## src/rtl/core/sfce_ram.sv

```systemverilog
// generic single port ram with registered read
`timescale 1ns / 1ps
module sfce_ram #(
    parameter int WIDTH = 8,
    parameter int DEPTH = 256
) (
    input  logic                     clk,
    input  logic                     rd,
    input  logic                     wr,
    input  logic [$clog2(DEPTH)-1:0] addr,
    input  logic [WIDTH-1:0]         wdata,
    output logic [WIDTH-1:0]         rdata
);

    logic [WIDTH-1:0] mem [DEPTH];
    logic [WIDTH-1:0] rdata_reg;

    always_ff @(posedge clk)
    begin
        if (wr)
        begin
            mem[addr] <= wdata;
        end
        if (rd)
        begin
            rdata_reg <= mem[addr];
        end
    end

    assign rdata = rdata_reg;

endmodule

```

## config.mk

```make
export PLATFORM = sky130hd
export DESIGN_NAME = sfce_ram
export DESIGN_NICKNAME = d
export VERILOG_FILES = /design/src/rtl/core/sfce_ram.sv
export SDC_FILE = /design/constraint.sdc
export NUM_CORES = 2
export LEC_CHECK = 0
export BUFFER_PORTS_ARGS = -buffer_cell sky130_fd_sc_hd__buf_2
export CAP_MARGIN = 20
export CORE_ASPECT_RATIO = 0.7
export CORE_MARGIN = 3
export CORE_UTILIZATION = 30
export DETAILED_ROUTE_END_ITERATION = 12
export MAX_ROUTING_LAYER = met4
export PLACE_DENSITY = 0.51
export SLEW_MARGIN = 20
export SYNTH_ARGS = -nofsm -noshare
export SYNTH_HDL_FRONTEND = slang
export SYNTH_SLANG_ARGS = --single-unit
```

## constraint.sdc

```tcl
create_clock -name clk -period 2.5 [get_ports clk]
set_input_delay 0.5 -clock clk [delete_from_list [all_inputs] [get_ports clk]]
set_output_delay 0.5 -clock clk [all_outputs]
set_load 0.1 [all_outputs]
```

[After elaboration in Yosys (flattened, before gate mapping)]
Memory sizes are Yosys's and may differ from the RTL's. A register that Yosys moved wholly into a read port is not among the register bits.
Index checks and enable logic that the tools add are counted.
Storage, ports and cells
  register bits after elaboration: 0
  bits in latches: 0
  memory bits (writable): 2048
  memory bits (read-only): 0
  bits of input ports: 19
  output and inout port bits: 8
  word-level logic and storage cells: 3
  memories: 1
Memories
  mem: depth 256, width 8, read ports 1, clocked after memory_dff 1, write ports 1, RTL line 15  | logic [WIDTH-1:0] mem [DEPTH];
Operators by class
  $add $sub $neg: 0
  multiply operators: 0
  divide/modulo/power cells: 0
  $lt $le $gt $ge: 0
  equality and inequality tests: 0
  shift operators: 0
  multiplexer cells: 2
  bitwise operators: 0
  reductions and logical operators: 0
Operator list (count)
  1-bit two-way mux: 2

[Logic depth before layout (Yosys ltp)]
  word-level depth: 2
  gate-level depth with buffers: 10
  depth with buffers taken out: 5

[Least setup slack after synthesis]
Ideal clock, no wire load.
  path kind: in2reg
  start: in addr[1]
  end: mem mem[111][0], enable pin
  library setup time: 370 ps
  data arrival time: 2349 ps
  data required time: 2130 ps
  slack: -219 ps
  cell stages on the path: 9
  buffers on the path: 5
  cell sequence: buf_2 -> clkbuf_1 -> clkbuf_1 -> nand2_1 -> buf_2 -> nor2_1 -> nand2_1 -> clkbuf_1 -> nor2_1
RTL lines
  from (decl): RTL line 10  | input logic [$clog2(DEPTH)-1:0] addr,
  to (decl): RTL line 15
Straight into the memory's write port.

==> results.toml <==
[run_status]
status = "complete, but fails checks"
failed_checks = "setup timing"

[clock_network]
clock_path_buffers = 4
htreeDepth = 4
path_clk_slew_ps = 60
cts_tree = "done"
cts_buffers = 194
cts_root_buf = "clkbuf_16"
insertion_delay_ps = 840
cts.sinks = 2056

[route]
routedWlPerCell_um = 28.1
avgViaCountPerCell = 5.12
post-route-drc-count = 0
ant_nets = 0
first_pass_iters = 5
wl_um = 221000
vias = 40300
drt_iter0_markers = 5161

[global_route]
grt_pass1_wl_um = 312000
antenna_found_initial = 15
grt.total_usage_pct = 16.8
grt_max_degree = 112
grt_pass1_vias = 39800
overflow = 0

[die]
fp-row-count = 156
fp.dieW_um = 618
core_mm2 = 0.259
io_pins = 27
dieArea_mm2 = 0.268
start_util_pct = 30.3
die_h_um = 434

[min_path]
hp-class = "input pin to register"
min_from = "wdata[4]"

[power_and_ir_drop]
leakage_nw = 30.3
vdd_drop_max_uv = 503
power_density_mw_per_mm2 = 728

[sta]
fin_ws_ps = -16.0
fin_skew_ps = 46.2
setup_tns_ps = -16.0
slew_headroom_pct = 34.4
tightest_slew_ps = 984
drv_slew = 0
fmax_ghz = 0.397
rsz0062_at_grt = "no"
hold_viol_final = 0
finalSetupViolations = 1
period_share_pct = 101
min_period_ps = 2520

[flow_run]
maxCapViolCount = 0

[synth]
ys_ff_latch = 2056
yosysWarnings = 0
synth.distinct_cells = 21
synthesis.area_mm2 = 0.0786
syn-instance-count = 3547
syn_nets = 3566
ys_seq_area_share_pct = 78.6
syn_area_per_cell_um2 = 22.2

[setup_path]
rr_startpoint = "mem[87][1]$_DFFE_PP_"
cp_slowest_cell = "o41ai_4"
crit_chain = "buf_16, buf_16, buf_12, buf_12, mux4_2, a22oi_1, a21oi_1, o41ai_4, nand4_1"
worst_ep_arrival_time_ps = 3070
max_stage_delay_ps = 680
critPathRequiredTime_ps = 3050
cp_top_family = "compound AO/OA/AOI/OAI gates"
rrSetupSlack_ps = 40
critPathLaunchType = "input pin"
endpoint_kind = "register"
worstSetupPathType = "input pin to register"
cp_num_buf_inv = 4
worstPathMaxFanout = 18
setup.worst_path.start = "addr[0]"

[cells_and_area]
final_nets = 4275
fillCellCount = 23400
multi_input_area_mm2 = 0.0167
largest_register_ffs = 2048
stdcell_area_mm2 = 0.0970
drive_gt1_share_pct = 37.8
layout_commonest_cell = "edfxtp_1"
final_cell_mix = "edfxtp_1, mux4_2, buf_4, a22oi_1, buf_12"
seq_area_mm2 = 0.0617
area_growth_pct = 23.5
fin_cells = 7877

[placement]
io_buffer_count = 26
dp_cells = 7519
place_hpwl_um = 146000
place_area_mm2 = 0.0906
gp_congestion = 0.821
cell usage after synthesis:
cell type | number | share of area (%)
a21oi_1 | 128 | 0.82
a22oi_1 | 256 | 2.4
and2_1 | 3 | 0.024
buf_1 | 19 | 0.091
buf_2 | 36 | 0.23
buf_4 | 16 | 0.15
buf_6 | 16 | 0.23
clkbuf_1 | 145 | 0.69
edfxtp_1 | 2056 | 79
inv_1 | 1 | 0.0048
mux4_2 | 512 | 15
nand2_1 | 28 | 0.13
nand2b_1 | 6 | 0.048
nand3_1 | 13 | 0.083
nand4_1 | 8 | 0.064
nor2_1 | 232 | 1.1
nor2b_1 | 7 | 0.056
nor3_1 | 30 | 0.19
o41ai_1 | 32 | 0.36
or2_2 | 2 | 0.016
or3_1 | 1 | 0.0080
per-stage QoR:
step	setup WS [ps]	hold slack [ps]	total power, mW	util [%]
floorplan	-128	599	40.6	-
global placement	-1660	839	42.9	34.9
finish	-16.0	57.1	70.6	37.4
CTS	3.60	1.66	71.3	37.3
global route	1.31	11.7	73.0	37.4
detailed placement	-1410	837	42.9	34.9
layer usage:
layer  GRT usage (%)  wire length [um]
met3            3.59             19600
met2            22.8             93700
met1            26.0            105000
met5               -                 0
met4            2.75              3310
power by group:
part / switching, mW / internal [mW] / leakage, nW
sequential: 0.0331 / 38.0 / 18.5
clock: 12.7 / 15.7 / 2.88
combinational: 2.54 / 1.63 / 8.93
cells by family after synthesis:
logic type      after synthesis  synth area share [%]
mux                         512                  14.7
flops                      2056                  78.6
buf+inv                     233                  1.40
compound gates              416                  3.62
simple gates                330                  1.73
cell type report:
class / instances / area share (%)
multi-input cells: 1258 / 17.2
clock inverters: 100 / 0.797
clock buffers: 240 / 5.29
flip-flops and latches: 2056 / 63.6
well taps: 3476 / 4.48
repair buffers: 745 / 8.63
diodes: 1 / 0.00258
inverters: 1 / 0.00387
what timing repair did:
action	4_1_cts	5_1_grt
endpoints found under the hold margin	14	0
resized for setup	25	26
endpoints found under the setup margin	8	8
hold buffers	2	0
gates cloned	0	1
pin swaps	5	13
buffers inserted	3	12
worst paths after layout:
| path | endpoint | cells after the start |
|---|---|---|
| hold reg to reg | rdata[4]$_DFFE_PP_ | 5 |
| hold / removal | mem[226][4]$_DFFE_PP_ | 1 |
| setup reg to reg | rdata[1]$_DFFE_PP_ | 7 |
| setup / recovery | rdata[6]$_DFFE_PP_ | 9 |
worst register-to-register path: stages, from the launching register on:
cell	delay (ps)
edfxtp_1	370
mux4_2	540
a22oi_1	200
a21oi_1	120
buf_4	180
o41ai_2	500
buf_4	210
nand4_1	90
Note: power is estimated with default switching activity, not from simulation.
