File: config.mk
export PLATFORM = sky130hd
export DESIGN_NAME = sfce_ctrl
export DESIGN_NICKNAME = d
export VERILOG_FILES = /design/src/rtl/core/sfce_pkg.sv /design/src/rtl/core/sfce_ctrl.sv
export SDC_FILE = /design/constraint.sdc
export NUM_CORES = 1
export LEC_CHECK = 0
export BUFFER_PORTS_ARGS = -buffer_cell sky130_fd_sc_hd__buf_2
export CORE_MARGIN = 4
export CORE_UTILIZATION = 41
export CTS_CLUSTER_DIAMETER = 80
export DETAILED_ROUTE_END_ITERATION = 8
export PLACE_DENSITY = 0.78
export SLEW_MARGIN = 20
export SYNTH_ARGS = -nofsm -noshare
export SYNTH_HDL_FRONTEND = slang
export SYNTH_SLANG_ARGS = --single-unit
File: constraint.sdc
create_clock -name clk -period 5.6 [get_ports clk]
set_clock_uncertainty 0.1 [all_clocks]
set_input_delay 0 -clock clk [delete_from_list [all_inputs] [get_ports clk]]
set_output_delay 0 -clock clk [all_outputs]
set_load 0.02 [all_outputs]
File: src/rtl/core/sfce_pkg.sv
// shared types, constants and helpers for the serial fram command engine
`timescale 1ns / 1ps
package sfce_pkg;

    localparam int ADDR_BITS = 16;
    localparam int ID_LENGTH = 9;
    localparam int MEM_DEPTH = 1 << ADDR_BITS;
    localparam int CFG_IDX_W = 1;
    localparam int CFG_DATA_W = 64;

    // item modes
    localparam logic [1:0] MODE_CS_ASSERT = 2'd0;
    localparam logic [1:0] MODE_XFER = 2'd1;
    localparam logic [1:0] MODE_CS_RELEASE = 2'd2;

    // register indexes
    localparam logic [CFG_IDX_W-1:0] CFG_ID_FIRST = 1'b0;
    localparam logic [CFG_IDX_W-1:0] CFG_ID_LAST = 1'b1;

    // opcodes
    localparam logic [7:0] OP_WRSR = 8'h01;
    localparam logic [7:0] OP_WRITE = 8'h02;
    localparam logic [7:0] OP_READ = 8'h03;
    localparam logic [7:0] OP_WRDI = 8'h04;
    localparam logic [7:0] OP_RDSR = 8'h05;
    localparam logic [7:0] OP_WREN = 8'h06;
    localparam logic [7:0] OP_RDID = 8'h9F;
    localparam logic [7:0] OP_SLEEP = 8'hB9;

    localparam logic [7:0] STATUS_MASK = 8'h8C;
    localparam logic [7:0] IDLE_BYTE = 8'hFF;
    localparam logic [3:0] PHASE_MAX = 4'd15;

    typedef struct packed {
        logic                 rd;
        logic                 wr;
        logic [ADDR_BITS-1:0] addr;
        logic [7:0]           wdata;
    } mem_req_t;

    typedef struct packed {
        logic [7:0] miso;
        logic       from_mem;
        logic       latch;
        logic       asleep;
    } step_t;

    // id byte k of the identification sequence
    function automatic logic [7:0] id_byte(input logic [63:0] first, input logic [7:0] last,
                                           input logic [3:0] k);
        logic [7:0] res;
        if (32'(k) >= ID_LENGTH || k > 4'd8)
            res = IDLE_BYTE;
        else if (k == 4'd8)
            res = last;
        else
            res = first[(3'd7 - k[2:0]) * 8 +: 8];
        return res;
    endfunction

endpackage

File: src/rtl/core/sfce_ctrl.sv
// frame decoder: opcode, phase, address pointer, latch, status and sleep state
`timescale 1ns / 1ps
module sfce_ctrl
    import sfce_pkg::*;
(
    input  logic        clk,
    input  logic        rst_n,
    input  logic        accept,
    input  logic [1:0]  mode,
    input  logic [7:0]  mosi_byte,
    input  logic [63:0] id_first,
    input  logic [7:0]  id_last,
    output mem_req_t    mem_req,
    output step_t       step
);

    logic [7:0]           opcode_reg, opcode_next;
    logic [3:0]           phase_reg, phase_next;
    logic [ADDR_BITS-1:0] addr_reg, addr_next;
    logic                 latch_reg, latch_next;
    logic [7:0]           status_reg, status_next;
    logic                 sleep_reg, sleep_next;
    logic                 ignored_reg, ignored_next;

    always_ff @(posedge clk or negedge rst_n)
    begin
        if (!rst_n)
        begin
            opcode_reg <= '0;
            phase_reg <= '0;
            addr_reg <= '0;
            latch_reg <= 1'b0;
            status_reg <= '0;
            sleep_reg <= 1'b0;
            ignored_reg <= 1'b0;
        end
        else if (accept)
        begin
            opcode_reg <= opcode_next;
            phase_reg <= phase_next;
            addr_reg <= addr_next;
            latch_reg <= latch_next;
            status_reg <= status_next;
            sleep_reg <= sleep_next;
            ignored_reg <= ignored_next;
        end
    end

    logic        active;
    logic [15:0] addr_wide;
    logic [3:0]  id_k;

    assign active = !ignored_reg && !sleep_reg;
    assign addr_wide = 16'(addr_reg);
    assign id_k = phase_reg - 4'd1;

    always_comb
    begin
        opcode_next = opcode_reg;
        phase_next = phase_reg;
        addr_next = addr_reg;
        latch_next = latch_reg;
        status_next = status_reg;
        sleep_next = sleep_reg;
        ignored_next = ignored_reg;
        mem_req.rd = 1'b0;
        mem_req.wr = 1'b0;
        mem_req.addr = addr_reg;
        mem_req.wdata = mosi_byte;
        step.miso = IDLE_BYTE;
        step.from_mem = 1'b0;

        case (mode)
            MODE_CS_ASSERT:
            begin
                opcode_next = '0;
                phase_next = '0;
                sleep_next = 1'b0;
                // the frame right after wake-up is dropped
                ignored_next = sleep_reg;
            end
            MODE_XFER:
            begin
                if (active)
                begin
                    if (phase_reg != PHASE_MAX)
                    begin
                        phase_next = phase_reg + 4'd1;
                    end
                    if (phase_reg == 4'd0)
                    begin
                        opcode_next = mosi_byte;
                    end
                    else
                    begin
                        case (opcode_reg)
                            OP_RDSR:
                            begin
                                step.miso = (status_reg & STATUS_MASK) | {6'b0, latch_reg, 1'b0};
                            end
                            OP_WRSR:
                            begin
                                if (phase_reg == 4'd1 && latch_reg)
                                begin
                                    status_next = mosi_byte & STATUS_MASK;
                                end
                            end
                            OP_RDID:
                            begin
                                step.miso = id_byte(id_first, id_last, id_k);
                            end
                            OP_READ, OP_WRITE:
                            begin
                                if (phase_reg == 4'd1)
                                begin
                                    addr_next = ADDR_BITS'({mosi_byte, 8'h00});
                                end
                                else if (phase_reg == 4'd2)
                                begin
                                    addr_next = ADDR_BITS'(addr_wide | {8'h00, mosi_byte});
                                end
                                else
                                begin
                                    addr_next = addr_reg + ADDR_BITS'(1);
                                    if (opcode_reg == OP_READ)
                                    begin
                                        mem_req.rd = 1'b1;
                                        step.from_mem = 1'b1;
                                    end
                                    else
                                    begin
                                        mem_req.wr = latch_reg;
                                    end
                                end
                            end
                            default:
                            begin
                            end
                        endcase
                    end
                end
            end
            MODE_CS_RELEASE:
            begin
                if (active && phase_reg != 4'd0)
                begin
                    case (opcode_reg)
                        OP_WREN:
                        begin
                            latch_next = 1'b1;
                        end
                        OP_WRDI, OP_WRITE, OP_WRSR:
                        begin
                            latch_next = 1'b0;
                        end
                        OP_SLEEP:
                        begin
                            sleep_next = 1'b1;
                        end
                        default:
                        begin
                        end
                    endcase
                end
                ignored_next = 1'b1;
                opcode_next = '0;
                phase_next = '0;
            end
            default:
            begin
            end
        endcase

        step.latch = latch_next;
        step.asleep = sleep_next;
    end

endmodule

# [Word-level counts from Yosys, hierarchy flattened]
# Index checks and enable logic that the tools add are counted.
[classes] n_mux=32 n_shift=1 addsub=4 eq_ne=17 reduce_logical=19 n_lt_le_gt_ge=2 n_bitwise=3
[op_table] operator="indexed part select 64 x 33 -> 8 bit" n=1
[op_table] operator="two-way mux 16 bit" n=2
[op_table] operator="two-way mux 8 bit" n=4
[op_table] operator="case mux 8 bit (2 select lines)" n=2
[op_table] operator="two-way mux 9 bit" n=3
[op_table] operator="== test 8 x 3 -> 1 bit (second input constant)" n=3
[op_table] operator="adder 16 x 1 -> 16 bit (second input constant)" n=1
[op_table] operator="== test 8 x 2 -> 1 bit (second input constant)" n=2
[op_table] operator="== test 8 bit (second input constant)" n=2
[op_table] operator="bitwise OR 16 x 8 -> 16 bit" n=1
[op_table] operator="two-way mux 2 bit" n=6
[op_table] operator="two-way mux 1 bit" n=9
[op_table] operator="== test 8 x 1 -> 1 bit (second input constant)" n=1
[op_table] operator="two-way mux 4 bit" n=2
[op_table] operator="bitwise OR 8 x 2 -> 8 bit" n=1
[op_table] operator="case mux 4 bit (2 select lines)" n=1
[op_table] operator="AND reduction 4 bit" n=2
[op_table] operator="!= test 2 bit (second input constant)" n=3
[op_table] operator="case mux 1 bit (2 select lines)" n=3
[op_table] operator="AND reduction 6 bit" n=1
[op_table] operator="AND reduction 5 bit" n=1
[op_table] operator="adder 4 x 1 -> 4 bit (second input constant)" n=1
[op_table] operator="== test 4 x 1 -> 1 bit (second input constant)" n=1
[op_table] operator="== test 4 x 2 -> 1 bit (second input constant)" n=1
[op_table] operator="other kinds (19)" n=24
[totals] out_inout_bits=37 in_bits=85 reg_bits=34 elab_cells=85

# [Depth between registers and ports, before layout]
[depth] word_depth=9 depth_mapped=10 ltp_nobuf=7

# [Worst setup path after synthesis]
# OpenSTA, ideal clock, no wires.
[synth_timing] path_kind="reg-to-output" from="reg phase_reg[0]" to="out step[3] in the netlist's numbering" path_buffers=4 t_arrival_ns=2.788 path_slack_ns=2.712 path_stages_with_launch=11 t_required_ns=5.500 cell_sequence="dfrtp_1 buf_2 clkbuf_1 inv_1 ha_1 buf_2 clkbuf_1 nand3_1 nand2_1 o22ai_1 o21ai_0"
[synth_rtl] item="start: declaration" line="sfce_ctrl.sv:18" source="logic [3:0] phase_reg, phase_next;"
[synth_rtl] item="start signal: assignment" line="sfce_ctrl.sv:40" source="phase_reg <= phase_next;"
[synth_rtl] item="end: declaration" line="sfce_ctrl.sv:14" source="output step_t step"

==> flow_summary.yaml <==
run_status:
  status: "finished clean"
setup_path:
  cp.arrival_ps: 3570
  cp-start-kind: "flop"
  crit_start: "phase_reg[0]"
  rr_startpoint: "phase_reg[0]"
  slowest_stage: "ha_1"
  path_class: "reg -> out"
  crit_fanout: 23
  cp_num_buf_inv: 2
  critPathTopFamily: "adder cells"
  crit_required_ps: 5500
  path_cells: "inv_1 > ha_1 > and3b_1 > o221ai_1 > a31oi_2 > a21boi_2 > o21ai_0 > buf_2"
  max_stage_delay_ps: 950
  end_kind: "output pin"
detailed_routing:
  ant_nets: 0
  vias: 3007
  wirelength_mm: 8.56
  dr.first_iter.drc_count: 236
  drc_errors: 0
  dr.pass1.iters: 5
  via_per_inst: 5.60
  wl_per_cell_um: 15.9
clocking:
  cts-buffers-inserted: 5
  hold_buffers: 14
  ctsResizeCount: 0
  cts_max_level: 2
  postCtsSetupBuffers: 0
  cts_sinks: 34
  cts_tree: "yes"
  cts-root-to-sink-buffers: 2
  cts-root-buf: "clkbuf_8"
  clk_latency_ps: 290
  clk_pin_slew_ps: 70
cells_and_area:
  finalNonFillerCells: 537
  regArea_sq_um: 851
  layout-drive-gt1-share: 0.376
  n_antenna_cell: 0
  largest_register_ffs: 16
  multi_input_area_sq_um: 1850
  syn_to_final_growth_pct: 27.4
  fin_nets: 531
  fill_cells: 649
grt:
  grt_pass1_wl_mm: 14.1
  grt_max_degree: 35
  grt_pass1_vias: 2855
  overflow: 0
  antenna_found_initial: 0
  grtUsageTotal: 0.203
sta:
  report.final.slew_viol_count: 0
  worst_pin_slew_ps: 906
  fmax_ghz: 0.273
  setup-tns-final_ps: 0
  setup_slack_ps: 1930
  period_share: 0.655
  grt_setup_unrepaired: "no"
  maxSlewHeadroom: 0.396
  hold_violations: 0
  setup_viol: 0
  layout_min_cycle_time_ps: 3670
synthesis:
  synth_top_cell_by_area: "dfrtp_1"
  ys_types: 54
  synthCells: 326
  synth_edf_count: 0
  yosysMostFrequentCell: "nand2_1"
  syn_area_per_cell_sq_um: 8.89
  synth_commonest_cells: "nand2_1 (44), o21ai_0 (41), dfrtp_1 (34)"
  yosysTopAreaCellShare: 0.293
  synth-seq-area-share: 0.293
  synth.net_count: 417
  synth_area_sq_um: 2900
  synthFlopType: "dfrtp_1"
  synthArstFlopShare: 1.00
  yosys-top-cells-area: "dfrtp_1 (29%), mux4_2 (12%), o21ai_0 (7.1%)"
  ys_ff_latch: 34
  ys_warn_count: 0
hold_path:
  worstHoldStart: "mode[0]"
  hold_path_class: "in -> reg"
power_and_ir_drop:
  fin_total_pwr_uw: 843
  p_per_area_nw_per_um2: 228
  p_leak_nw: 1.63
  worst_ir_drop_vdd_mv: 0.0988
placed_design:
  pre_cts_ws_ps: 2220
  dp_cells: 515
  dp.final_hpwl_mm: 6.52
  routabilityCongestion: 0.808
  numPortBuffers: 121
die:
  core_sq_um: 6830
  die_area_sq_um: 8480
  die-height_um: 92.1
  die_x_um: 92.1
  placementRows: 30
  initial_core_util: 0.424
  io_pins: 122
job:
  maxCapViolations: 0
-- logic make-up (layout without fill, tap and decap cells) --
| kind of cell | after synthesis | in the layout | share of synthesized area |
|---|---|---|---|
| mux | 21 | 21 | 0.144 |
| xor+xnor | 4 | 4 | 0.0121 |
| fa+ha+maj | 6 | 6 | 0.0259 |
| compound gates | 101 | 101 | 0.209 |
| flops | 34 | 34 | 0.293 |
| simple gates | 124 | 124 | 0.246 |
| buf+inv | 36 | 151 | 0.0699 |
-- final timing paths --
kind / depth (start not counted) / endpoint / slack [ps]
min: 3 / phase_reg[1] / 6
max: 8 / step[3] / 1930
max in group asynchronous: 2 / addr_reg[14] / 4720
max reg2reg: 6 / status_reg[3] / 2730
min reg2reg: 1 / status_reg[2] / 410
min in group asynchronous: 2 / addr_reg[15] / 210
-- routing by layer --
| metal | global-route usage | part of all wire |
|---|---|---|
| met1 | 0.270 | 0.40 |
| met2 | 0.342 | 0.52 |
| met3 | 0.0336 | 0.050 |
| met4 | 0.0557 | 0.022 |
| met5 | 0 | 0 |
-- where the power goes --
| group | internal (mW) | leakage [nW] | switching, mW |
|---|---|---|---|
| sequential | 0.262 | 0.458 | 0.0339 |
| clock | 0.0992 | 0.0482 | 0.0921 |
| combinational | 0.177 | 1.13 | 0.179 |
| total | 0.538 | 1.63 | 0.305 |
-- cell usage in the layout, fill, tap and decap left out, drive strengths merged, types with 7 or more instances in the layout --
master	n
a21oi	21
buf	122
clkbuf	7
dfrtp	34
dlygate4sd3	14
inv	7
mux4	16
nand2	44
nand3	10
nor2	15
nor2b	7
nor3	9
o21ai	47
o22ai	9
-- worst min-delay path: cells and delay by family --
kind | cells | cell delay (ps)
buf+inv | 1 | 200
simple gates | 1 | 90
compound gates | 1 | 70
-- final cells by class --
| class | instances | share of cell area |
|---|---|---|
| timing repair buffer | 136 | 0.204 |
| clock inverter | 1 | 0.00135 |
| sequential | 34 | 0.230 |
| multi-input combinational | 256 | 0.502 |
| clock buffer | 7 | 0.0234 |
| tap | 96 | 0.0325 |
| inverter | 7 | 0.00711 |
-- metrics by stage --
| step | util | cell area (sq um) | hold slack, ps |
|---|---|---|---|
| finish | 0.541 | 3690 | 5.97 |
| detailed placement | 0.506 | 3460 | 21.0 |
| floorplan | - | 2900 | -396 |
| global route | 0.541 | 3690 | 16.2 |
| global placement | 0.506 | 3460 | 19.3 |
| CTS | 0.540 | 3690 | 0.359 |
No activity file was read; power rests on OpenSTA's default activity.
